File: src/design/bxavg_pkg.sv
// Shared types, constants and helper functions of the box-average downscaler.
`default_nettype none

package bxavg_pkg;

  localparam int MAX_WIDTH  = 1024;
  localparam int MAX_HEIGHT = 1024;
  localparam int MAX_SCALE  = 16;
  localparam int NCHAN      = 3;

  localparam int PIX_W       = 8;
  localparam int DIM_W       = 11;
  localparam int SCALE_W     = 5;
  localparam int CFG_DATA_W  = 11;
  localparam int CFG_INDEX_W = 2;

  localparam int COL_W  = $clog2(MAX_WIDTH);
  localparam int ROW_W  = $clog2(MAX_HEIGHT);
  localparam int BLK_W  = $clog2(MAX_SCALE);
  localparam int EXT_W  = ((COL_W > ROW_W) ? COL_W : ROW_W) + 2;
  localparam int HSUM_W = PIX_W + BLK_W;
  localparam int VSUM_W = PIX_W + 2 * BLK_W;
  localparam int AREA_W = 2 * BLK_W + 1;

  localparam int DIV_STEPS = PIX_W;
  localparam int DIV_CNT_W = $clog2(DIV_STEPS);

  localparam int CMDQ_DEPTH = 4;
  localparam int CMDQ_PTR_W = $clog2(CMDQ_DEPTH);

  typedef enum logic [CFG_INDEX_W-1:0] {
    REG_FRAME_WIDTH,
    REG_FRAME_HEIGHT,
    REG_SCALE,
    REG_COLOR_MODE
  } cfg_reg_t;

  typedef enum logic [1:0] {
    BK_IDLE,
    BK_ACCUM,
    BK_DIVIDE,
    BK_OUTPUT
  } back_state_t;

  typedef struct packed {
    logic [PIX_W-1:0] red;
    logic [PIX_W-1:0] green;
    logic [PIX_W-1:0] blue;
  } pixel_t;

  typedef struct packed {
    logic [PIX_W-1:0] avg_red;
    logic [PIX_W-1:0] avg_green;
    logic [PIX_W-1:0] avg_blue;
    logic             last_of_frame;
  } result_t;

  typedef logic [NCHAN-1:0][HSUM_W-1:0] hsum_t;
  typedef logic [NCHAN-1:0][VSUM_W-1:0] vsum_t;

  // One completed horizontal block segment, handed from the front to the back.
  typedef struct packed {
    logic             last;
    logic             emit;
    logic             first;
    logic [COL_W-1:0] col;
    hsum_t            hsum;
  } cmd_t;

  function automatic logic [BLK_W:0] clamp_scale(input logic [SCALE_W-1:0] s);
    if (s == '0) begin
      return (BLK_W+1)'(1);
    end else if (int'(s) > MAX_SCALE) begin
      return (BLK_W+1)'(MAX_SCALE);
    end
    return (BLK_W+1)'(s);
  endfunction

  function automatic logic [COL_W:0] clamp_width(input logic [DIM_W-1:0] v);
    if (v == '0) begin
      return (COL_W+1)'(1);
    end else if (int'(v) > MAX_WIDTH) begin
      return (COL_W+1)'(MAX_WIDTH);
    end
    return (COL_W+1)'(v);
  endfunction

  function automatic logic [ROW_W:0] clamp_height(input logic [DIM_W-1:0] v);
    if (v == '0) begin
      return (ROW_W+1)'(1);
    end else if (int'(v) > MAX_HEIGHT) begin
      return (ROW_W+1)'(MAX_HEIGHT);
    end
    return (ROW_W+1)'(v);
  endfunction

endpackage

`default_nettype wire

File: src/design/bxavg_cmdq.sv
// Short queue of block segment commands between the front and back ends.
`default_nettype none

module bxavg_cmdq import bxavg_pkg::*; (
  input  logic clk,
  input  logic rst,
  input  logic push,
  input  cmd_t din,
  output logic full,
  input  logic pop,
  output cmd_t dout,
  output logic empty
);

  cmd_t                  entries [CMDQ_DEPTH];
  logic [CMDQ_PTR_W-1:0] wr_ptr;
  logic [CMDQ_PTR_W-1:0] rd_ptr;
  logic [CMDQ_PTR_W:0]   count;
  logic                  do_push;
  logic                  do_pop;

  assign full    = (count == (CMDQ_PTR_W+1)'(CMDQ_DEPTH));
  assign empty   = (count == '0);
  assign do_push = push && !full;
  assign do_pop  = pop && !empty;
  assign dout    = entries[rd_ptr];

  always_ff @(posedge clk) begin
    if (do_push) begin
      entries[wr_ptr] <= din;
    end
  end

  always_ff @(posedge clk) begin
    if (rst) begin
      wr_ptr <= '0;
      rd_ptr <= '0;
      count  <= '0;
    end else begin
      if (do_push) begin
        wr_ptr <= wr_ptr + 1'b1;
      end
      if (do_pop) begin
        rd_ptr <= rd_ptr + 1'b1;
      end
      if (do_push && !do_pop) begin
        count <= count + 1'b1;
      end else if (do_pop && !do_push) begin
        count <= count - 1'b1;
      end
    end
  end

endmodule

`default_nettype wire

File: config.mk
export PLATFORM = sky130hd
export DESIGN_NAME = bxavg_cmdq
export DESIGN_NICKNAME = d
export VERILOG_FILES = /design/src/design/bxavg_pkg.sv /design/src/design/bxavg_cmdq.sv
export SDC_FILE = /design/constraint.sdc
export NUM_CORES = 1
export LEC_CHECK = 0
export ABC_CLOCK_PERIOD_IN_PS = 2600
export BUFFER_PORTS_ARGS = -buffer_cell sky130_fd_sc_hd__buf_2
export CAP_MARGIN = 15
export CORE_UTILIZATION = 51
export CTS_CLUSTER_SIZE = 16
export DETAILED_ROUTE_END_ITERATION = 10
export PLACE_DENSITY_LB_ADDON = 0.2
export SYNTH_ARGS = -nofsm -noshare
export SYNTH_HDL_FRONTEND = slang
export SYNTH_SLANG_ARGS = --single-unit
File: constraint.sdc
create_clock -name clk -period 2.6 [get_ports clk]
set_clock_uncertainty 0.2 [all_clocks]
set_input_delay 0.52 -clock clk [delete_from_list [all_inputs] [get_ports clk]]
set_output_delay 0.52 -clock clk [all_outputs]
set_load 0.02 [all_outputs]
Word level (Yosys, flattened, before mapping):

Memory sizes are Yosys's and may differ from the RTL's. A register that Yosys moved wholly into a read port is not among the register bits.
Index checks and enable logic that the tools add are counted.

* register bits after elaboration: 7
* latch bits: 0
* bits in writable memories: 196
* memory bits (read-only): 0
* output and inout port bits: 51
* memories: 1

* add/sub/neg operators: 4
* multipliers: 0
* div/mod/pow operators: 0
* $lt $le $gt $ge: 0
* equal/unequal tests: 1
* shifts and indexed selects: 0
* mux-type cells: 6
* bitwise gates (word level): 0
* reductions and logical operators: 10

Memories
* entries: words 4, bits a word 49, rd ports 1, clocked after memory_dff 1, write ports 1, RTL line bxavg_cmdq.sv:15 `cmd_t entries [CMDQ_DEPTH];`

Operator list (number)
* two-way mux 3 bit: 2
* adder 2 x 1 -> 2 bit, second input constant: 2
* logical AND 1 bit: 4
* logical NOT 1 bit: 4
* two-way mux 2 bit: 2
* adder 3 x 1 -> 3 bit, second input constant: 1
* == test 3 bit, second input constant: 1
* logical NOT 3 bit: 1
* subtractor 3 x 1 -> 3 bit, second input constant: 1
* two-way mux 1 bit: 2
* nonzero test 2 bit: 1

Logic depth before layout (Yosys ltp):

Gate-level depths: netlist (run 1).

* depth after elaboration: 7
* gate-level depth with buffers: 8
* gate-level depth less buffers: 8

Worst setup path after synthesis (run 1):

No wires, ideal clock.

* path type: register -> register
* start point: register count[0]
* end point: memory entries[2][0] in the netlist's numbering (enable)
* setup time: 412 ps
* data arrival time: 2082 ps
* path slack: -94 ps
* cell stages (with the launch flop): 4
* path buffers: 0
* path through: dfxtp_1 > nor3b_1 > nor2_1 > and2_1

* word-level cells in the longest chain between the ends: 5

RTL lines
* start, declared: RTL line bxavg_cmdq.sv:18 `logic [CMDQ_PTR_W:0] count;`
* start signal, assigned: RTL line bxavg_cmdq.sv:47 `count <= count + 1'b1;`
* start signal, assigned: RTL line bxavg_cmdq.sv:49 `count <= count - 1'b1;`
* == test 3 bit: RTL line bxavg_cmdq.sv:22 `assign full = (count == (CMDQ_PTR_W+1)'(CMDQ_DEPTH));`
* named net full: RTL line bxavg_cmdq.sv:9 `output logic full,`
* logical NOT 1 bit: RTL line bxavg_cmdq.sv:24 `assign do_push = push && !full;`
* logical AND 1 bit: RTL line bxavg_cmdq.sv:24
* named net do_push: RTL line bxavg_cmdq.sv:19 `logic do_push;`
* two-way mux 1 bit: RTL line bxavg_cmdq.sv:29 `if (do_push) begin`
* two-way mux 1 bit (not written as such): RTL line bxavg_cmdq.sv:30 `entries[wr_ptr] <= din;`
* end, declared: RTL line bxavg_cmdq.sv:15

The timed path passes the listed nets, and every way through them passes these cells.

==> results of run 1 <==
sequential cells by signal, indices dropped and copies added (netlist names), named ones only:
register,flops
count,3
entries,196
rd_ptr,2
wr_ptr,2
routing by layer:
metal  share of wire (%)  track usage, %  up-vias
li1                    -               -     1540
met1                  43           23.15     1766
met2                  48           28.68       97
met3                 6.5           4.441       22
met4                 2.0           4.367        0
met5                   0               0        -
report_power, final:
part | leakage (nW) | switching (mW) | internal [mW]
combinational | 0.914 | 1.29 | 1.09
clock | 0.308 | 1.09 | 1.67
sequential | 1.87 | 0.132 | 3.98
cells in the mapped netlist:
library cell,number,area (sq um)
xor2_1,4,35.03
a21oi_1,2,10.01
mux4_1,2,52.55
nor3_1,1,5.000
mux2i_1,2,20.02
ha_1,5,62.56
buf_1,3,11.26
buf_2,2,10.01
o21ai_0,2,10.01
and2_1,4,25.02
fa_1,1,20.02
nand2b_1,2,12.51
buf_12,2,40.04
clkbuf_1,1,3.750
o31ai_1,1,7.510
nor3b_1,1,7.510
o311ai_0,1,8.760
buf_4,3,22.52
nor2_1,6,22.52
mux4_2,47,1059
inv_1,4,15.01
or3_1,2,12.51
edfxtp_1,196,5886
buf_6,1,11.26
dfxtp_1,9,180.2
stage by stage:
stage	utilization [%]	cell area (sq um)	setup TNS (ps)
3_3_place_gp	57.73	8359	0
3_5_place_dp	57.73	8359	0
2_1_floorplan	-	7555	0
4_1_cts	62.41	9036	-270.2
5_1_grt	62.59	9062	-71.61
6_report	62.61	9065	0
kinds of logic after synthesis:
| logic type | count (synthesis) | share of synthesized area [%] |
|---|---|---|
| AO/OA/AOI/OAI | 6 | 0.4807 |
| flip-flops | 205 | 80.34 |
| XOR/XNOR | 4 | 0.4640 |
| adder cells (fa/ha/maj) | 6 | 1.094 |
| AND/OR/NAND/NOR | 16 | 1.127 |
| buffers and inverters | 16 | 1.508 |
| multiplexers | 51 | 14.98 |
area by class of cell:
type	instances	area, sq um
clock buffers	27	548.0
fillers	1040	5414
flip-flops and latches	205	6071
clock inverters	8	85.08
inverters	4	15.01
diodes	1	2.502
multi-input cells	83	1371
repair buffers	119	742.0
well taps	184	230.2
worst min-delay path by stage:
stage,cells after the start,to
after floorplan,2,wr_ptr[1]
after global placement,2,wr_ptr[1]
after detailed placement,2,flip-flop
after CTS,1,entries[1][35]
after global routing,1,entries[1][38]
final,1,entries[0][35]
worst register-to-register path, cell delays in order (launching register included):
cell and delay (ps):
dfxtp_1 380, o31ai_1 390, ha_1 260, inv_1 60, fa_1 370, xor2_1 160, or3_1 310, a21oi_1 140
timing repair:
item / in CTS / in global routing
resized for setup: 1 / 3
gates cloned: 1 / 1
setup endpoints to repair: 43 / 14
buffers inserted: 2 / 0
==> impl_results.md, run 1 <==
* Status: complete, no violations
* Dpl ws at between 200 and 300 ps
* Antenna violations before repair at 1
* Layout area overhead at 20.07%
* Max rail drop VDD at roughly 0.59 mV
* Crit path DAT at 1830 ps
* Sequential-to-total area share from yosys stat at between 80% and 90%
* Clock sinks at a little over 200
* Hold Slack at between 50 and 60 ps
* Die ar. at roughly 0.015 sq mm
* Vias post-DR at approximately 3400
* Chip height at about 120 um
* Routed WL at 12710 um
* Final Max Slew Viols at 0
* Final Hold Viols at 0
* CP top delay family: multiplexers
* Initial Utilization at between 50 and 60%
* Cell variety after synth at 25
* Hpwl dp at between 7000 and 8000 um
* Maximum clock rate at 391.5 MHz
* All-Layer GR Usage at approximately 17%
* Final Non-Filler Cells at ~630
* Power density of the placed cells at 1020 mW/mm^2
* Worst reg2reg endpoint: count[2]
* Setup-failing EPs final at 0
* Leak at slightly above 3 nW
* Mean post-synth cell area at roughly 25 sq um
* Via-per-instance ratio at about 5.4
* Final nets at between 400 and 500
* Inst Count DP at a little under 600
* Max FO, Critical Path at 12
* Worst skew pair latency at around 470 ps
* Rel. slew slack at between 70% and 80%
* CTS H-tree lvls at 1
* Top-level port count at roughly 100
* Rows at between 40 and 50
* Hold WC Path Type: input port to flip-flop
* Max clock buf depth at 3
* WP depth at 3
* GRT Residual Overflow at 0
* Post-Synthesis Cells at about 300
* RePlAce Congestion at slightly above 0.7
* Hold wc startpoint: din[35]
* Tot Pwr at ~9 mW
* Post-CTS Hold Buffers at 0
* Worst Path Required at roughly 1900 ps
* Slowest Stage Delay on Critical Path at 560 ps
* Commonest non-fill, non-tap cell in the layout: edfxtp_1
* CTS Buf Count at 20
* Syn nets at 363
* Yosys warns at 0
* CP Buf/Inv Count at 2
* CTS root buf: clkbuf_16
* Share of layout cells above drive strength 1 at 44.39%
* Crit end category: output pin
* Core area at between 0.01 and 0.015 sq mm
* Worst Max-Slew Pin Slew at slightly above 400 ps
* Crit start category: flip-flop
* Crit Path Class: flip-flop to output pin
* CTS tree: built
* Largest net degree at the start of global routing at 50
* Crit path to: dout[16]
* Drt wl/cell at 20.14 um
* Final worst-path cycle share at a little over nine tenths
* Final worst slack at ~46 ps
* RSZ-0062 raised after global routing: yes
* Reg-to-reg startpoint: count[0]
* Critical path's slowest cell: mux4_2
* Most frequent cells in the layout: edfxtp_1, buf_2, mux4_2
* Max-cap violations at 0
* Vias in the first global route at about 3700
* Pre-antenna DRT Iters at 4
* Worst-case reg-to-reg path depth at 7
* Min Tclk post-route at around 2600 ps
* Number of port buffers at about 100
* DRT iter0 DRCs at 225
* DRC errors left at 0
* Global-route wire length before repair at between 15000 and 20000 um
* Die X at ~120 um
* Cell Area, Synth at around 0.0075 sq mm
* Worst-path clk slew at ~60 ps
* Cells along the critical path: buf_12 -> mux4_2 -> buf_6
* Worst R2R Setup Slack at between 200 and 300 ps
* Remaining antenna violation count at 0
* Seq cells post-synth at just over 200
No activity file was read; power rests on OpenSTA's default activity.
==> run 2: changes to the inputs <==
- CORE_ASPECT_RATIO: unset -> 1.25
==> run 2 against run 1 <==
Total power down 1.7%. Flip-flop and latch count unchanged. Final cell count down 1.1%. Setup slack worse by 3.3 ps. Fmax down 0.13%. Core utilization up 0.18 points. Largest power group unchanged.
==> impl_results.md, run 2 (synthesized netlist as in run 1, its figures left out) <==
* Largest net degree at the start of global routing at 33 (-34%)
* Post-CTS Hold Buffers at 0 (unchanged)
* Setup TNS at 0 ps (unchanged)
* Worst Path Required at 1880 ps (about the same)
* Worst Max-Slew Pin Slew at 500.8 ps (+94.26 ps)
* DRC errors left at 0 (unchanged)
* Inst Count DP at 587 (-0.68%)
* Leak at 3.092 nW (about the same)
* Final nets at 492 (unchanged)
* Chip height at 138.0 um (+12%)
* Max reg flops at 196 (unchanged)
* Cells along the critical path: buf_12 -> mux4_2 -> buf_2
* Max clock buf depth at 3 (unchanged)
* Power density of the placed cells at 1005 mW/mm^2 (-1.5%)
* Max rail drop VDD at 0.6901 mV (+17%)
* Post-route cell area at 0.009046 sq mm (-0.21%)
* RePlAce Congestion at 0.6681 (-7.9%)
* Global-route wire length before repair at 20150 um (+4.2%)
* Top-level port count at 104 (unchanged)
* GRT Residual Overflow at 0 (unchanged)
* Antenna violations before repair at 1 (unchanged)
* Rows at 49 (+11%)
* CTS H-tree lvls at 1 (unchanged)
* Worst-path clk slew at 60 ps (about the same)
* Number of port buffers at 103 (unchanged)
* Dpl ws at 263.6 ps (-17.55 ps)
* Hold Slack at 55.01 ps (+4.133 ps)
* Max-cap violations at 0 (unchanged)
* Cell area after placement at 0.008404 sq mm (+0.54%)
* RSZ-0062 raised after global routing: yes
* Reg-to-reg startpoint: count[0]
* Crit start category: flip-flop
* Most frequent cells in the layout: edfxtp_1, buf_2, mux4_2
* Most flop-heavy register: entries
* Routed WL at 12870 um (+1.3%)
* Rel. slew slack at 66.19% (-6.7 points)
* DRT iter0 DRCs at 195 (-13%)
* CTS root buf: clkbuf_16
* Hold wc startpoint: din[19]
* Die X at 110.8 um (-10%)
* Crit path to: dout[17]
* Pre-antenna DRT Iters at 4 (unchanged)
* Final Max Slew Viols at 0 (unchanged)
* Slowest Stage Delay on Critical Path at 520 ps (-40 ps)
* Worst R2R Setup Slack at 270 ps (about the same)
* Crit path DAT at 1840 ps (about the same)
* Setup-failing EPs final at 0 (unchanged)
* Worst skew pair latency at 480 ps (about the same)
* Core area at 0.01441 sq mm (-0.49%)
* Top flop regs: entries (196), count (3)
* Critical path's slowest cell: mux4_2
* Initial Utilization at 52.40% (+0.26 points)
* Tot Pwr at 9.094 mW (-1.7%)
* Share of layout cells above drive strength 1 at 44.84% (+0.45 points)
* Vias post-DR at 3427 (+0.058%)
* N_diodes at 0 (-1)
* Crit end category: output pin
* Via-per-instance ratio at 5.492 (+1.2%)
* CTS Buf Count at 19 (-5.0%)
* Worst-case reg-to-reg path depth at 7 (unchanged)
* Final worst slack at 42.62 ps (-3.318 ps)
* Crit Path Class: flip-flop to output pin
* Remaining antenna violation count at 0 (unchanged)
* Final Hold Viols at 0 (unchanged)
* # fillers at 981 (-5.7%)
* Hold path depth at 1 (unchanged)
* Max FO, Critical Path at 16 (+4)
* Worst reg2reg endpoint: count[2]
* CTS tree: built
* Maximum clock rate at 391.0 MHz (-0.13%)
* Status: complete, no violations
* Hpwl dp at 7698 um (+2.7%)
* Layout area overhead at 19.82%
* Final Non-Filler Cells at 624 (-1.1%)
* Drt wl/cell at 20.62 um (+2.4%)
* Die ar. at 0.01530 sq mm (about the same)
* Vias in the first global route at 3738 (+2.4%)
* Fin util at 62.79% (+0.18 points)
* Clock sinks at 205 (unchanged)
* Final worst-path cycle share at 98.36% (+0.13 points)
* Min Tclk post-route at 2557 ps (+3.318 ps)
* Commonest non-fill, non-tap cell in the layout: edfxtp_1
* Hold WC Path Type: input port to flip-flop
* All-Layer GR Usage at 17.22% (-0.12 points)
[run 2: cell types whose count changed in the layout (fill, tap and decap cells not counted), sizes merged]
| cell | delta |
|---|---|
| clkbuf | +3 |
| clkinv | -3 |
| bufinv | -2 |
| buf | +1 |
| diode | -1 |
| inv | +1 |
[run 2: cell type report]
| type | instances | area, sq um | area share [%] |
|---|---|---|---|
| tap | 178 | 222.7 | 2.462 |
| clock inverter | 4 | 23.77 | 0.2628 |
| multi-input combinational | 83 | 1375 | 15.20 |
| sequential | 205 | 6071 | 67.11 |
| timing repair buffer | 120 | 770.7 | 8.520 |
| inverter | 4 | 15.01 | 0.1660 |
| clock buffer | 30 | 568.0 | 6.279 |
[run 2: repair_timing]
item,in CTS,in global routing
setup buffers,3,0
resized for setup,0,9
endpoints found under the hold margin,0,0
gates cloned,0,0
endpoints found under the setup margin,40,16
[run 2: how the worst min path moves through the flow]
stage / to
after floorplan: wr_ptr[1]
after global placement: wr_ptr[1]
after detailed placement: flip-flop
after CTS: entries[3][2]
after global routing: entries[3][2]
final: entries[2][19]
[run 2: metal layers]
metal / wire, um / GRT usage [%] / part of all wire (%)
met5: 0 / 0 / 0
met4: 180 / 4.211 / 1.4
met3: 711 / 4.033 / 5.5
met2: 6662 / 30.27 / 52
met1: 5312 / 21.72 / 41
[run 2: worst max-delay path: cells and delay by family, from the launching register on]
kind,cells,cell delay (ps)
multiplexers,1,520
flip-flops,1,440
buffers and inverters,2,390
[run 2: power breakdown]
| group | leakage, nW | switching (mW) | internal (mW) | total (mW) |
|---|---|---|---|---|
| Clock | 0.293 | 1.10 | 1.51 | 2.61 |
| Combinational | 0.928 | 1.28 | 1.10 | 2.39 |
| Sequential | 1.87 | 0.124 | 3.98 | 4.10 |
| Total | 3.09 | 2.51 | 6.58 | 9.09 |
==> run 3: changes to the inputs <==
- GPL_TIMING_DRIVEN: unset -> 0
==> run 3 against run 2 <==
Combinational power rose by 6%. First-iteration DRC count down 27%. Sequential power about the same. Die area did not move. Via count decreased by 0.64%. Global-route usage down 0.31 points. Final cell count rose by 0.48%. Design area is essentially flat. Critical endpoint is now dout[23].
==> impl_results.md, run 3 (synthesized netlist as in run 1, its figures left out) <==
* Hold WC Path Type: input port to flip-flop
* Met1 WL at 5006 um (-5.8%)
* Setup TNS at 0 ps (unchanged)
* Power density of the placed cells at 1000 mW/mm^2 (-0.48%)
* DRT iter0 DRCs at 143 (-27%)
* Final Hold Viols at 0 (unchanged)
* Crit path DAT at 1850 ps (about the same)
* Number of port buffers at 102 (-0.97%)
* Crit end category: output pin
* CP top delay family: buffers and inverters
* Worst skew pair latency at 470 ps (about the same)
* Post-CTS Hold Buffers at 0 (unchanged)
* Drt wl/cell at 20.16 um (-2.2%)
* CTS root buf: clkbuf_16
* Final nets at 495 (+0.61%)
* Top flop regs: entries (196), count (3)
* Die ar. at 0.01530 sq mm (unchanged)
* Worst-path clk slew at 60 ps (about the same)
* Max reg flops at 196 (unchanged)
* CTS Buf Count at 19 (unchanged)
* CP Buf/Inv Count at 4 (+2)
* Max FO, Critical Path at 5 (-11)
* Top-level port count at 104 (unchanged)
* Clock sinks at 205 (unchanged)
* Commonest non-fill, non-tap cell in the layout: edfxtp_1
* Rel. slew slack at 48.60% (-18 points)
* Initial Utilization at 52.40% (unchanged)
* Status: complete, no violations
* Vias in the first global route at 3644 (-2.5%)
* Most frequent cells in the layout: edfxtp_1, buf_2, mux4_2
* Max-cap violations at 0 (unchanged)
* Die X at 110.8 um (unchanged)
* CTS H-tree lvls at 1 (unchanged)
* Cells along the critical path: buf_6 -> buf_12 -> clkbuf_16 -> mux4_2 -> buf_6
* Chip height at 138.0 um (unchanged)
* Antenna violations before repair at 1 (unchanged)
* Max clock buf depth at 3 (unchanged)
* Routed wl met3 at 598 um (-16%)
* Dpl ws at 44.32 ps (-219.3 ps)
* Crit Path Class: flip-flop to output pin
* Hpwl dp at 7535 um (-2.1%)
* Worst Max-Slew Pin Slew at 771.0 ps (+270.2 ps)
* Global-route wire length before repair at 19870 um (-1.4%)
* RSZ-0062 raised after global routing: yes
* CTS tree: built
* Rows at 49 (unchanged)
* Share of layout cells above drive strength 1 at 44.32% (-0.52 points)
* Layout area overhead at 19.74% (about the same)
* Via-per-instance ratio at 5.431 (-1.1%)
* Remaining antenna violation count at 0 (unchanged)
* RePlAce Congestion at 0.6612 (-1.0%)
* Final worst-path cycle share at 99.01% (+0.65 points)
* GRT Residual Overflow at 0 (unchanged)
* Min Tclk post-route at 2574 ps (+16.83 ps)
* Routed WL at 12640 um (-1.8%)
* All-Layer GR Usage at 16.91% (-0.31 points)
* Max layer used: met4
* Maximum clock rate at 388.5 MHz (-0.65%)
* Leak at 3.094 nW (about the same)
* Setup-failing EPs final at 0 (unchanged)
* Tot Pwr at 9.044 mW (-0.55%)
* Final Max Slew Viols at 0 (unchanged)
* Critical path's slowest cell: mux4_2
* Worst Path Required at 1880 ps (about the same)
* DRC errors left at 0 (unchanged)
* Final worst slack at 25.80 ps (-16.83 ps)
* Met2 routed wirelength at 6885 um (+3.3%)
* Largest net degree at the start of global routing at 50 (+52%)
* Most flop-heavy register: entries
* Max rail drop VDD at 0.6456 mV (-6.5%)
* Vias post-DR at 3405 (-0.64%)
* Cell mode on critical path: buf_6
* Slowest Stage Delay on Critical Path at 500 ps (-20 ps)
* N_diodes at 0 (unchanged)
* Core area at 0.01441 sq mm (unchanged)
* Pre-antenna DRT Iters at 4 (unchanged)
* Crit start category: flip-flop
[run 3: changes by cell type in the layout (fill, tap and decap cells not counted), moves of 3 or more]
cell	previous run	this run
buf_6	4	13
clkinv_1	0	4
clkbuf_8	3	0
buf_12	8	4
[run 3: layout make-up]
type / instances / area, sq um
Sequential cell: 205 / 6067
Clock buffer: 25 / 498.0
Buffer: 12 / 118.9
Inverter: 4 / 15.01
Multi-Input combinational cell: 83 / 1380
Clock inverter: 9 / 43.79
Timing Repair Buffer: 111 / 694.4
Fill cell: 995 / 5368
Tap cell: 178 / 222.7
[run 3: final timing paths]
path	depth (start not counted)	slack, ps	startpoint	endpoint
worst max-delay path	5	30	flip-flop	dout[23]
worst max register to register	8	220	count[0]	count[2]
worst min register to register	2	330	wr_ptr[1]	wr_ptr[1]
worst min-delay path	1	60	din[2]	entries[0][2]
[run 3: report_power, final]
part           internal [mW]  total (mW)  switching [mW]
clock                   1.35        2.44            1.09
combinational           1.21        2.53            1.32
sequential              3.98        4.07          0.0939
total                   6.54        9.04            2.50
[run 3: timing repair]
item	CTS	global route
resized for setup	5	23
setup buffers	0	5
endpoints found under the setup margin	40	41
endpoints found under the hold margin	0	0
gates cloned	0	2
[run 3: worst reg2reg max path, stage by stage (launching register included)]
cell and delay, ps:
dfxtp_1 470, nor3b_1 150, nor2_2 240, ha_1 240
inv_1 60, fa_1 370, xor2_1 160, or3_1 310
a21oi_1 130
[run 3: per-stage QoR]
stage / hold slack (ps) / instances / area (sq um) / utilization [%]
6_report: 55.44 / 627 / 9040 / 62.74
3_5_place_dp: 305.3 / 586 / 8330 / 57.82
4_1_cts: 42.50 / 620 / 8881 / 61.64
5_1_grt: 40.64 / 627 / 9040 / 62.74
3_3_place_gp: 293.1 / 584 / 8288 / 57.53
2_1_floorplan: 281.8 / 304 / 7555 / -
[run 3: metal layers]
metal,track usage [%],vias up
met3,3.332,12
met1,20.89,1748
met2,30.57,89
met4,4.281,0
li1,-,1556
met5,0,-
