File: config.mk
export PLATFORM = sky130hd
export DESIGN_NAME = bxavg_front
export DESIGN_NICKNAME = d
export VERILOG_FILES = /design/src/design/bxavg_pkg.sv /design/src/design/bxavg_front.sv
export SDC_FILE = /design/constraint.sdc
export NUM_CORES = 1
export LEC_CHECK = 0
export ABC_AREA = 0
export BUFFER_PORTS_ARGS = -buffer_cell sky130_fd_sc_hd__buf_2
export CORE_MARGIN = 2
export CORE_UTILIZATION = 50
export CTS_BUF_LIST = sky130_fd_sc_hd__clkbuf_4 sky130_fd_sc_hd__clkbuf_8 sky130_fd_sc_hd__clkbuf_16
export DETAILED_ROUTE_END_ITERATION = 16
export MAX_ROUTING_LAYER = met4
export PLACE_DENSITY = 0.67
export SLEW_MARGIN = 10
export SYNTH_ARGS = -nofsm -noshare
export SYNTH_HDL_FRONTEND = slang
export SYNTH_SLANG_ARGS = --single-unit
File: constraint.sdc
create_clock -name clk -period 21.8 [get_ports clk]
set_input_delay 3.27 -clock clk [delete_from_list [all_inputs] [get_ports clk]]
set_output_delay 3.27 -clock clk [all_outputs]
set_load 0.005 [all_outputs]
File: src/design/bxavg_pkg.sv
// Shared types, constants and helper functions of the box-average downscaler.
`default_nettype none

package bxavg_pkg;

  localparam int MAX_WIDTH  = 1024;
  localparam int MAX_HEIGHT = 1024;
  localparam int MAX_SCALE  = 16;
  localparam int NCHAN      = 3;

  localparam int PIX_W       = 8;
  localparam int DIM_W       = 11;
  localparam int SCALE_W     = 5;
  localparam int CFG_DATA_W  = 11;
  localparam int CFG_INDEX_W = 2;

  localparam int COL_W  = $clog2(MAX_WIDTH);
  localparam int ROW_W  = $clog2(MAX_HEIGHT);
  localparam int BLK_W  = $clog2(MAX_SCALE);
  localparam int EXT_W  = ((COL_W > ROW_W) ? COL_W : ROW_W) + 2;
  localparam int HSUM_W = PIX_W + BLK_W;
  localparam int VSUM_W = PIX_W + 2 * BLK_W;
  localparam int AREA_W = 2 * BLK_W + 1;

  localparam int DIV_STEPS = PIX_W;
  localparam int DIV_CNT_W = $clog2(DIV_STEPS);

  localparam int CMDQ_DEPTH = 4;
  localparam int CMDQ_PTR_W = $clog2(CMDQ_DEPTH);

  typedef enum logic [CFG_INDEX_W-1:0] {
    REG_FRAME_WIDTH,
    REG_FRAME_HEIGHT,
    REG_SCALE,
    REG_COLOR_MODE
  } cfg_reg_t;

  typedef enum logic [1:0] {
    BK_IDLE,
    BK_ACCUM,
    BK_DIVIDE,
    BK_OUTPUT
  } back_state_t;

  typedef struct packed {
    logic [PIX_W-1:0] red;
    logic [PIX_W-1:0] green;
    logic [PIX_W-1:0] blue;
  } pixel_t;

  typedef struct packed {
    logic [PIX_W-1:0] avg_red;
    logic [PIX_W-1:0] avg_green;
    logic [PIX_W-1:0] avg_blue;
    logic             last_of_frame;
  } result_t;

  typedef logic [NCHAN-1:0][HSUM_W-1:0] hsum_t;
  typedef logic [NCHAN-1:0][VSUM_W-1:0] vsum_t;

  // One completed horizontal block segment, handed from the front to the back.
  typedef struct packed {
    logic             last;
    logic             emit;
    logic             first;
    logic [COL_W-1:0] col;
    hsum_t            hsum;
  } cmd_t;

  function automatic logic [BLK_W:0] clamp_scale(input logic [SCALE_W-1:0] s);
    if (s == '0) begin
      return (BLK_W+1)'(1);
    end else if (int'(s) > MAX_SCALE) begin
      return (BLK_W+1)'(MAX_SCALE);
    end
    return (BLK_W+1)'(s);
  endfunction

  function automatic logic [COL_W:0] clamp_width(input logic [DIM_W-1:0] v);
    if (v == '0) begin
      return (COL_W+1)'(1);
    end else if (int'(v) > MAX_WIDTH) begin
      return (COL_W+1)'(MAX_WIDTH);
    end
    return (COL_W+1)'(v);
  endfunction

  function automatic logic [ROW_W:0] clamp_height(input logic [DIM_W-1:0] v);
    if (v == '0) begin
      return (ROW_W+1)'(1);
    end else if (int'(v) > MAX_HEIGHT) begin
      return (ROW_W+1)'(MAX_HEIGHT);
    end
    return (ROW_W+1)'(v);
  endfunction

endpackage

`default_nettype wire

File: src/design/bxavg_front.sv
// Front end: configuration registers, pixel position tracking and horizontal sums.
`default_nettype none

module bxavg_front import bxavg_pkg::*; (
  input  logic                   clk,
  input  logic                   rst,
  input  logic                   cfg_write,
  input  logic [CFG_INDEX_W-1:0] cfg_index,
  input  logic [CFG_DATA_W-1:0]  cfg_data,
  input  logic                   push,
  output logic                   full,
  input  pixel_t                 pixel,
  input  logic                   cmd_full,
  output logic                   cmd_push,
  output cmd_t                   cmd,
  output logic [AREA_W-1:0]      area
);

  logic [DIM_W-1:0]   frame_width;
  logic [DIM_W-1:0]   frame_height;
  logic [SCALE_W-1:0] scale;
  logic               color_mode;

  logic [COL_W-1:0] col_pos;
  logic [ROW_W-1:0] row_pos;
  logic [BLK_W-1:0] col_in_blk;
  logic [BLK_W-1:0] row_in_blk;
  logic [COL_W-1:0] out_col;
  hsum_t            hacc;

  logic [COL_W:0]   w_c;
  logic [ROW_W:0]   h_c;
  logic [BLK_W:0]   s_c;
  logic             accept;
  logic             in_cols;
  logic             in_rows;
  logic             in_region;
  logic             col_blk_end;
  logic             row_blk_end;
  logic             row_end;
  logic             frame_end;
  logic             last_block;
  logic [NCHAN-1:0][PIX_W-1:0] px;
  hsum_t            hacc_next;

  always_ff @(posedge clk) begin
    if (rst) begin
      frame_width  <= DIM_W'(640);
      frame_height <= DIM_W'(480);
      scale        <= SCALE_W'(1);
      color_mode   <= 1'b1;
    end else if (cfg_write) begin
      unique case (cfg_reg_t'(cfg_index))
        REG_FRAME_WIDTH:  frame_width  <= cfg_data[DIM_W-1:0];
        REG_FRAME_HEIGHT: frame_height <= cfg_data[DIM_W-1:0];
        REG_SCALE:        scale        <= cfg_data[SCALE_W-1:0];
        REG_COLOR_MODE:   color_mode   <= cfg_data[0];
      endcase
    end
  end

  assign w_c  = clamp_width(frame_width);
  assign h_c  = clamp_height(frame_height);
  assign s_c  = clamp_scale(scale);
  assign area = AREA_W'(s_c) * AREA_W'(s_c);

  assign accept = push && !cmd_full;
  assign full   = cmd_full;

  // A pixel counts only if the block it belongs to fits wholly inside the frame.
  assign in_cols = (EXT_W'(col_pos) - EXT_W'(col_in_blk) + EXT_W'(s_c)) <= EXT_W'(w_c);
  assign in_rows = (EXT_W'(row_pos) - EXT_W'(row_in_blk) + EXT_W'(s_c)) <= EXT_W'(h_c);
  assign in_region = in_cols && in_rows;

  assign col_blk_end = ({1'b0, col_in_blk} + 1'b1) >= s_c;
  assign row_blk_end = ({1'b0, row_in_blk} + 1'b1) >= s_c;
  assign row_end     = (EXT_W'(col_pos) + 1'b1) >= EXT_W'(w_c);
  assign frame_end   = (EXT_W'(row_pos) + 1'b1) >= EXT_W'(h_c);

  // The last whole block of the frame is the one after which no further block fits.
  assign last_block = ((EXT_W'(col_pos) + 1'b1 + EXT_W'(s_c)) > EXT_W'(w_c)) &&
                      ((EXT_W'(row_pos) + 1'b1 + EXT_W'(s_c)) > EXT_W'(h_c));

  always_comb begin
    px[0] = pixel.red;
    px[1] = color_mode ? pixel.green : '0;
    px[2] = color_mode ? pixel.blue  : '0;
    for (int ch = 0; ch < NCHAN; ch++) begin
      if (col_in_blk == '0) begin
        hacc_next[ch] = HSUM_W'(px[ch]);
      end else begin
        hacc_next[ch] = hacc[ch] + HSUM_W'(px[ch]);
      end
    end
  end

  assign cmd_push   = accept && in_region && col_blk_end;
  assign cmd.last   = last_block;
  assign cmd.emit   = row_blk_end;
  assign cmd.first  = (row_in_blk == '0);
  assign cmd.col    = out_col;
  assign cmd.hsum   = hacc_next;

  always_ff @(posedge clk) begin
    if (accept && in_region) begin
      hacc <= hacc_next;
    end
  end

  always_ff @(posedge clk) begin
    if (rst || cfg_write) begin
      col_pos    <= '0;
      row_pos    <= '0;
      col_in_blk <= '0;
      row_in_blk <= '0;
      out_col    <= '0;
    end else if (accept) begin
      if (row_end) begin
        col_pos    <= '0;
        col_in_blk <= '0;
        out_col    <= '0;
        if (frame_end) begin
          row_pos    <= '0;
          row_in_blk <= '0;
        end else begin
          row_pos    <= row_pos + 1'b1;
          row_in_blk <= row_blk_end ? '0 : row_in_blk + 1'b1;
        end
      end else begin
        col_pos <= col_pos + 1'b1;
        if (col_blk_end) begin
          col_in_blk <= '0;
          out_col    <= out_col + 1'b1;
        end else begin
          col_in_blk <= col_in_blk + 1'b1;
        end
      end
    end
  end

endmodule

`default_nettype wire

Word level (Yosys, flattened, before mapping)
Index checks and enable logic that the tools add are counted.
Widths: inputs -> output; s select.
- register bits: 102
- input port bits: 42
- output and inout bits: 60
- logic and storage cells: 93
- add/sub/neg operators: 18
- multipliers: 1
- order comparisons: 11
- equality and inequality tests: 3
- multiplexer cells: 28
- reductions and logical operators: 20
- operator list (operator ; number):
    $mux 11 ; 6
    $mux 10 ; 4
    $add 12x8->12 ; 3
    $mux 12 ; 3
    $add 10x1->10 const B ; 3
    $add 11x5->12 ; 2
    $add 11x6->12 ; 2
    $ge 12x11->1 ; 2
    $gt 12x11->1 ; 2
    $le 12x11->1 ; 2
    $add 10x1->11 const B ; 2
    $gt 11x11->1 const B ; 2
    $logic_not 11->1 ; 2
    $sub 10x4->11 ; 2
    $mux 4 ; 4
    $mux 8 ; 2
    $mux 5 ; 3
    $reduce_and 2->1 ; 6
    $add 4x1->5 const B ; 2
    $ge 5x5->1 ; 2
    $mul 5x5->9 ; 1
    $add 4x1->4 const B ; 2
    $logic_not 4->1 ; 2
    $mux 1 ; 6
    other kinds (9) ; 14

Logic depth before layout (Yosys ltp)
Gate-level depths: netlist (run 1).
- word-level depth: 9
- gate-level depth with buffers: 20
- gate-level depth less buffers: 20

Worst setup path before layout (run 1)
No wires, ideal clock.
- path type: input-to-output
- from: input port pixel[8] in the netlist's numbering
- to: output port cmd[20] in the netlist's numbering
- arrival: 5.065 ns
- data required time: 18.530 ns
- setup slack: 13.465 ns
- cell stages on the path: 10
- path buffers: 0
- cells stage by stage: and2_1 > ha_1 > inv_1 > fa_1 > nor2b_1 > o21ai_0 > a21boi_0 > o21ai_0 > a211oi_1 > mux2i_1
- RTL lines (element ; line ; text):
    from (decl) ; bxavg_front.sv:12 ; input pixel_t pixel,
    to (decl) ; bxavg_front.sv:15 ; output cmd_t cmd,

==> impl_metrics.toml, run 1 <==
[drt]
drt_pass1_iterations = 4
vias = 8947
drt_iter0_drc = 515
drc = 0
drt-total-wl_mm = 25.7
avgViaCountPerCell = 5.70
wl_per_cell_um = 16.4
ant_nets = 0

[cts]
cts_setup_buffers = 0
clk-insertion-delay-late_ps = 360
cts_buffer_depth = 2
clock_sinks = 102
root_buffer = "clkbuf_16"
cts_tree = "done"
cts_resized = 0
cts_buffers = 9
htreeDepth = 3
cts_hold_buf = 0
clk_pin_slew_ps = 70

[floorplan]
core-area_sq_um = 19500
die-area_sq_um = 21000
die_w_um = 145
start_util_pct = 50.9
die_y_um = 145
fp-row-count = 51
ios = 102

[placed_design]
globalplace.congestion = 0.910
io_buffers = 100
place_ws_ps = 13010
dp.final_hpwl_mm = 20.0

[yosys]
synthDistinctLibCells = 72
synth-simple-area-share_pct = 21.7
syn-num-nets = 1424
syn_avg_cell_area_sq_um = 8.09
synth_compound_area_share_pct = 19.2
synth_area_sq_um = 9910
yosys_warnings = 0
seq_area_frac_synth_pct = 24.2
synth_fa_ha_area_share_pct = 20.7
muxShareOfSynthArea_pct = 0.947
syn_inst = 1225
synth_xor_area_share_pct = 8.02
synth-seq-cells = 102
synth_top_family_by_area = "simple AND/OR/NAND/NOR gates"
synth_ff_type = "dfxtp_1"
synthArstFlopShare_pct = 0
synth-edff-count = 36

[cells_and_area]
final_layout_size_suffix_gt1_share_pct = 10.8
nNetsFinal = 1500
nFillCells = 1851
final_core_util_pct = 55.9
layout_common_cells = "nand2_1, ha_1, buf_2, a21oi_1, inv_1"
layout_commonest_cell = "nand2_1"
multi_input_area_sq_um = 7000
area.growth.synth_to_final_pct = 9.89
regArea_sq_um = 2400
antenna_cells = 0

[setup_path]
crit_path_max_fanout = 3
crit_path_start_kind = "input pin"
rr_startpoint = "scale[1]$_SDFFE_PP0P_"
startpoint = "pixel[8]"
timing.rr.end = "hacc[33]$_DFFE_PP_"
arrival_ps = 5570
crit_type = "input pin to output pin"
rrSetupSlack_ps = 16330
worstSetupEndpoint = "cmd[20]"
endpoint_kind = "output pin"
reg2regPathDepth = 21
crit_required_ps = 18530

[sta]
holdWs_ps = 472
tightest_slew_ps = 992
timing.slew.headroom_pct = 33.7
tns_ps = 0
fin_crit_sh_pct = 40.5
worst_slack_ps = 12960
max_freq_ghz = 0.113
min_period_ps = 8840
finalMaxSlewViolations = 0
finalSetupViolCount = 0
skew_ps = 12.1
hold_viol_final = 0
rsz0062_at_grt = "no"

[power_and_ir_drop]
total_power_uw = 487
power_density_nw_per_um2 = 44.7
ir_drop_uv = 35.4
power_leakage_uw = 0.00494

[min_path]
whs_path_depth = 2
hp-class = "flip-flop to flip-flop"

[job]
max_cap_violations = 0

[grt]
grt_pass1_wl_mm = 41.7
antenna_found_initial = 0
grt_usage_pct = 25.8
grt_overflow = 0
grt_pass1_vias = 8426
grt_max_degree = 50

[outcome]
outcome = "completed"
-- cells by family (layout without fill, tap and decap cells) --
kind of cell | Yosys count | after routing
buffers and inverters | 126 | 207
multiplexers | 9 | 9
other | 1 | 1
XOR/XNOR | 89 | 89
AND/OR/NAND/NOR | 436 | 436
adder cells (fa/ha/maj) | 157 | 157
AO/OA/AOI/OAI | 305 | 305
flip-flops | 102 | 102
-- cells in the mapped netlist, types with 5 or more instances --
master	n	area (sq um)
a21boi_0	8	60.1
o22ai_1	15	93.8
nand2_1	175	657
nand3_1	49	245
nor4b_1	5	43.8
o21bai_1	5	37.5
edfxtp_1	36	1080
nand2b_1	13	81.3
and2_1	16	100
nor2_1	61	229
nor4_1	10	62.6
fa_1	11	220
a211oi_1	10	75.1
xor2_1	29	254
nor2b_1	18	113
nand4_1	10	62.6
mux2i_1	6	60.1
o211ai_1	13	97.6
inv_1	82	308
xnor2_1	58	508
buf_2	7	35.0
clkbuf_1	24	90.1
and3_1	15	93.8
a22o_1	5	43.8
o21a_1	15	113
nor3b_1	8	60.1
a21o_1	17	128
a21oi_1	97	485
o21ai_0	59	295
ha_1	146	1830
o31ai_1	10	75.1
nor3_1	19	95.1
buf_4	5	37.5
o21ai_1	9	45.0
or3_1	16	100
dfxtp_1	66	1320
a31oi_1	10	62.6
-- worst max-delay path, cell delays in order --
cell and delay (ps):
buf_2 80, and2_1 140, ha_1 190, inv_1 60, fa_1 390, nor2b_1 120, o21ai_0 100, a21boi_0 290
o21ai_0 190, a211oi_1 290, mux2i_1 300, buf_2 160
-- power by group --
| part | total, uW | internal, uW | switching (uW) |
|---|---|---|---|
| clock network | 166 | 83.9 | 82.1 |
| registers | 209 | 204 | 5.17 |
| logic | 112 | 44.9 | 66.7 |
| total | 487 | 333 | 154 |
-- registers in the layout, summed over array words and instances, names as in the netlist --
signal        count
hacc             36
col_in_blk        4
color_mode        1
col_pos          10
out_col          10
frame_height     11
scale             5
row_pos          10
row_in_blk        4
frame_width      11
-- metal layers --
layer	routed length [um]	share of wire, %	global-route usage (%)	vias up
li1	-	-	-	4548
met1	12500	49	34.1	4135
met2	11400	44	41.6	231
met3	1290	5.0	3.52	33
met4	509	2.0	7.41	0
met5	0	0	-	-
-- through the flow --
step / cells / instance area (sq um)
detailed placement: 1555 / 10600
global route: 1571 / 10900
CTS: 1571 / 10900
floorplan: 1225 / 9910
finish: 1571 / 10900
global placement: 1555 / 10600
-- worst min path at each step --
stage	from	to	slack [ps]
after floorplan	frame_height[0]$_SDFFE_PP0P_	frame_height[0]$_SDFFE_PP0P_	450
after global placement	frame_width[3]$_SDFFE_PP0P_	frame_width[3]$_SDFFE_PP0P_	460
after detailed placement	frame_width[8]$_SDFFE_PP0P_	frame_width[8]$_SDFFE_PP0P_	460
after CTS	frame_width[8]$_SDFFE_PP0P_	frame_width[8]$_SDFFE_PP0P_	470
after global routing	frame_height[9]$_SDFFE_PP0P_	frame_height[9]$_SDFFE_PP0P_	500
final	frame_width[8]$_SDFFE_PP0P_	frame_width[8]$_SDFFE_PP0P_	470
-- layout make-up --
cell class / instances / share of cell area [%]
inverter: 84 / 2.90
sequential: 102 / 22.1
timing repair buffer: 107 / 5.08
multi-input combinational: 997 / 64.3
clock inverter: 5 / 0.391
tap: 265 / 3.05
clock buffer: 11 / 2.26
(Power assumes the default switching activity.)
==> run 2, diff against run 1 <==
- clock period: 21.8 -> 8.3 ns (I/O delays scaled with it)
==> impl_metrics.toml, run 2 (synthesis results as in run 1) <==
[cts]
root_buffer = "clkbuf_16"
clk-insertion-delay-late_ps = 360
cts_resized = 0
clock_sinks = 102
cts_buffer_depth = 2
cts_buffers = 9
clk_pin_slew_ps = 70
htreeDepth = 3
cts_hold_buf = 0
cts_tree = "done"
cts_setup_buffers = 0

[setup_path]
arrival_ps = 5130
startpoint = "scale[1]$_SDFFE_PP0P_"
rrSetupSlack_ps = 2990
crit_path_top_delay_cell = "fa_1"
crit_chain = "nor4_1 -> ha_1 -> nand2b_1 -> nand2_1 -> ha_1 -> inv_1 -> fa_1 -> nor2b_1 -> o21a_1 -> o21ai_0 -> a21o_1 -> a32oi_1 -> xnor2_1 -> ha_1 -> nand4_1 -> nor3_1 -> a41oi_1 -> o211ai_1 -> nand2_1 -> nor4_1 -> buf_2"
worstSetupEndpoint = "cmd_push"
endpoint_kind = "output pin"
crit_required_ps = 7050
crit_path_start_kind = "flip-flop"
crit_path_max_fanout = 7
timing.rr.end = "hacc[9]$_DFFE_PP_"
rr_startpoint = "scale[1]$_SDFFE_PP0P_"
slowest_delay_ps = 420
cp_common_cell = "ha_1"
crit_type = "flip-flop to output pin"
reg2regPathDepth = 21

[placed_design]
io_buffers = 100
place_inst = 1554
globalplace.congestion = 0.963
dp.final_hpwl_mm = 19.7

[floorplan]
die_w_um = 145
die_y_um = 145
ios = 102
fp-row-count = 51
core-area_sq_um = 19500
die-area_sq_um = 21000
start_util_pct = 50.9

[cells_and_area]
largest_reg_flops = 36
fin_cells = 1570
reg.largest.list = "hacc (36), frame_height (11), frame_width (11)"
area.growth.synth_to_final_pct = 9.95
nNetsFinal = 1499
top_register = "hacc"
layout_common_cells = "nand2_1, ha_1, buf_2, a21oi_1, inv_1"
final_layout_size_suffix_gt1_share_pct = 10.8
layout_commonest_cell = "nand2_1"
antenna_cells = 0

[power_and_ir_drop]
power_leakage_uw = 0.00493
ir_drop_uv = 79.9
power_density_nw_per_um2 = 118

[job]
max_cap_violations = 0

[drt]
drc = 0
drt-total-wl_mm = 25.1
drt_iter0_drc = 436
drt_pass1_iterations = 5
ant_nets = 0
vias = 8856
wl_per_cell_um = 16.0
avgViaCountPerCell = 5.64

[sta]
fin_crit_sh_pct = 76.8
hold_viol_final = 0
skew_ps = 13.2
finalMaxSlewViolations = 0
max_freq_ghz = 0.157
rsz0062_at_grt = "no"
tightest_slew_ps = 1050
finalSetupViolCount = 0
timing.slew.headroom_pct = 29.7
tns_ps = 0
min_period_ps = 6370

[grt]
grt_pass1_wl_mm = 40.1
grt_pass1_vias = 8103
grt_usage_pct = 24.7
grt_overflow = 0
antenna_found_initial = 0
grt_max_degree = 50

[min_path]
hp-class = "flip-flop to flip-flop"
whs_path_depth = 2
hold_start = "frame_width[8]$_SDFFE_PP0P_"

[outcome]
outcome = "completed"
run 2: area by class of cell:
type                            count  area [sq um]
Multi-Input combinational cell    997          7000
Timing Repair Buffer              106           546
Sequential cell                   102          2400
Clock inverter                      5          57.6
Clock buffer                       11           240
Fill cell                        1843          8570
Tap cell                          265           332
Inverter                           84           315
run 2: power breakdown:
group / switching, uW / internal [uW]
combinational: 174 / 117
sequential: 12.8 / 536
clock: 200 / 241
total: 387 / 894
run 2: per-layer routing:
layer  global-route usage, %  share of wire [%]  up-vias  wire length, um
met5                       -                  0        -                0
met4                    6.13                1.7        0              427
li1                        -                  -     4535                -
met2                    39.5                 45      231            11300
met1                    33.2                 48     4065            11900
met3                    3.46                5.8       25             1450
run 2: stage by stage:
stage / setup slack [ps] / power (uW) / utilization, % / hold WS (ps) / area [sq um]
after floorplan: 636 / 763 / - / 449 / 9910
after global placement: 2480 / 843 / 54.4 / 459 / 10600
after detailed placement: 2370 / 849 / 54.4 / 465 / 10600
after CTS: 1970 / 1290 / 56.0 / 476 / 10900
after global routing: 1540 / 1350 / 56.0 / 496 / 10900
final: 1930 / 1280 / 56.0 / 472 / 10900
run 2: critical path: cells and delay by family, from the launching register on:
kind,cells,cell delay [ps]
AO/OA/AOI/OAI,6,990
XOR/XNOR,1,100
adder cells (fa/ha/maj),4,1300
buffers and inverters,2,260
flip-flops,1,360
AND/OR/NAND/NOR,8,1750
run 2: how the worst min path moves through the flow:
stage	end	slack [ps]
after floorplan	frame_height[0]$_SDFFE_PP0P_	450
after global placement	frame_height[4]$_SDFFE_PP0P_	460
after detailed placement	frame_height[0]$_SDFFE_PP0P_	470
after CTS	frame_width[8]$_SDFFE_PP0P_	480
after global routing	frame_width[8]$_SDFFE_PP0P_	500
final	frame_width[8]$_SDFFE_PP0P_	470
==> run 3, diff against run 2 <==
- clock period: 8.3 -> 6.5 ns (I/O delays scaled with it)
==> impl_metrics.toml, run 3 (synthesis results as in run 1) <==
[setup_path]
crit_path_max_fanout = 7
rr_startpoint = "scale[1]$_SDFFE_PP0P_"
arrival_ps = 5110
reg2regPathDepth = 21
crit_type = "flip-flop to output pin"
crit_required_ps = 5520
timing.rr.end = "hacc[26]$_DFFE_PP_"
crit_path_start_kind = "flip-flop"
endpoint_kind = "output pin"
rrSetupSlack_ps = 1110

[sta]
max_freq_ghz = 0.164
min_period_ps = 6090
tns_ps = 0
finalSetupViolCount = 0
rsz0062_at_grt = "no"
finalMaxSlewViolations = 0
timing.slew.headroom_pct = 35.7
hold_viol_final = 0
skew_ps = 8.53
holdWs_ps = 477
tightest_slew_ps = 962
fin_crit_sh_pct = 93.6

[power_and_ir_drop]
seqPwrFrac_pct = 42.4
power.share.clock_pct = 34.6
power_leakage_uw = 0.00495
ir_drop_uv = 126
p_sw_uw = 533
pwr-share-comb_pct = 23.0
swShare_pct = 32.3
total_power_uw = 1650
power_density_nw_per_um2 = 151
internal-power_uw = 1120

[drt]
ant_nets = 0
drt_iter0_drc = 426
wl_per_cell_um = 16.5
drt-total-wl_mm = 26.0
avgViaCountPerCell = 5.69
vias = 8955
drt_pass1_iterations = 4
drc = 0

[cts]
cts_tree = "done"
clk-insertion-delay-late_ps = 360
cts_buffers = 9
htreeDepth = 3
cts_setup_buffers = 0
clock_sinks = 102
clk_pin_slew_ps = 80
cts_hold_buf = 0
cts_buffer_depth = 2
root_buffer = "clkbuf_16"

[job]
max_cap_violations = 0

[placed_design]
globalplace.congestion = 0.902
io_buffers = 100
dp.final_hpwl_mm = 20.3

[min_path]
hold_end = "frame_width[4]$_SDFFE_PP0P_"
hold_start = "frame_width[4]$_SDFFE_PP0P_"
whs_path_depth = 2
hp-class = "flip-flop to flip-flop"

[floorplan]
die_w_um = 145
die-area_sq_um = 21000
die_y_um = 145
core-area_sq_um = 19500
start_util_pct = 50.9
fp-row-count = 51
ios = 102

[cells_and_area]
reg.largest.list = "hacc (36), frame_height (11), frame_width (11)"
layout_commonest_cell = "nand2_1"
layout_common_cells = "nand2_1, ha_1, buf_2, a21oi_1, inv_1"
top_register = "hacc"
nNetsFinal = 1502
nFillCells = 1858
largest_reg_flops = 36
area.growth.synth_to_final_pct = 10.4
final_layout_size_suffix_gt1_share_pct = 11.1

[grt]
grt_overflow = 0
grt_usage_pct = 25.6
antenna_found_initial = 0
grt_pass1_vias = 8280
grt_max_degree = 50
grt_pass1_wl_mm = 41.5

[outcome]
outcome = "completed"
run 3: final cells by class:
cell class                      instances  area [sq um]  area share (%)
Multi-Input combinational cell        997          7010            64.1
Sequential cell                       102          2400            22.0
Timing Repair Buffer                  109           568            5.19
Tap cell                              265           332            3.03
Inverter                               84           315            2.88
Clock buffer                           10           239            2.19
Clock inverter                          6          67.6           0.618
Antenna cell                            1          2.50          0.0229
run 3: how the worst max path moves through the flow:
stage / cells past startpoint / to / start
after floorplan: 20 / hacc[0]$_DFFE_PP_ / scale[0]$_SDFFE_PP1P_
after CTS: 21 / cmd_push / scale[1]$_SDFFE_PP0P_
after global placement: 21 / cmd_push / scale[1]$_SDFFE_PP0P_
final: 21 / cmd_push / scale[1]$_SDFFE_PP0P_
after detailed placement: 21 / cmd_push / scale[1]$_SDFFE_PP0P_
after global routing: 21 / cmd_push / scale[0]$_SDFFE_PP1P_
run 3: worst max-delay path, cell delays in order, from the launching register on:
cell	delay, ps
dfxtp_1	360
nor4_1	350
ha_1	350
nand2b_1	210
nand2_1	270
ha_1	240
inv_1	70
fa_1	440
nor2b_1	130
o21a_1	140
o21ai_0	100
a21o_1	190
a32oi_1	210
xnor2_1	90
ha_1	300
nand4_1	110
nor3_1	200
a41oi_1	160
a21oi_1	150
nand2_1	180
nor4_2	320
buf_2	170
run 3: per-layer routing:
layer	wire length, um	vias to the layer above	GRT usage (%)
met1	12300	4145	33.4
met5	0	-	-
met4	646	0	7.41
met3	1360	36	3.85
met2	11700	219	41.5
li1	-	4555	-
run 3: power groups by stage:
stage | Clock, uW | Combinational [uW] | Sequential (uW)
floorplan | 0 | 264 | 710
global placement | 0 | 368 | 714
global route | 607 | 430 | 703
detailed placement | 0 | 375 | 715
finish | 571 | 380 | 700
CTS | 582 | 378 | 700
run 3: timing repair:
action	in CTS	in global routing
resized for setup	0	1
hold endpoints to repair	0	0
setup endpoints to repair	0	1
run 3: through the flow:
step	setup slack, ps	cell area [sq um]	utilization, %	instances
2_1_floorplan	318	9910	-	1225
3_3_place_gp	937	10600	54.6	1557
3_5_place_dp	756	10600	54.6	1557
4_1_cts	333	10900	56.1	1573
5_1_grt	65.2	10900	56.2	1573
6_report	415	10900	56.2	1574
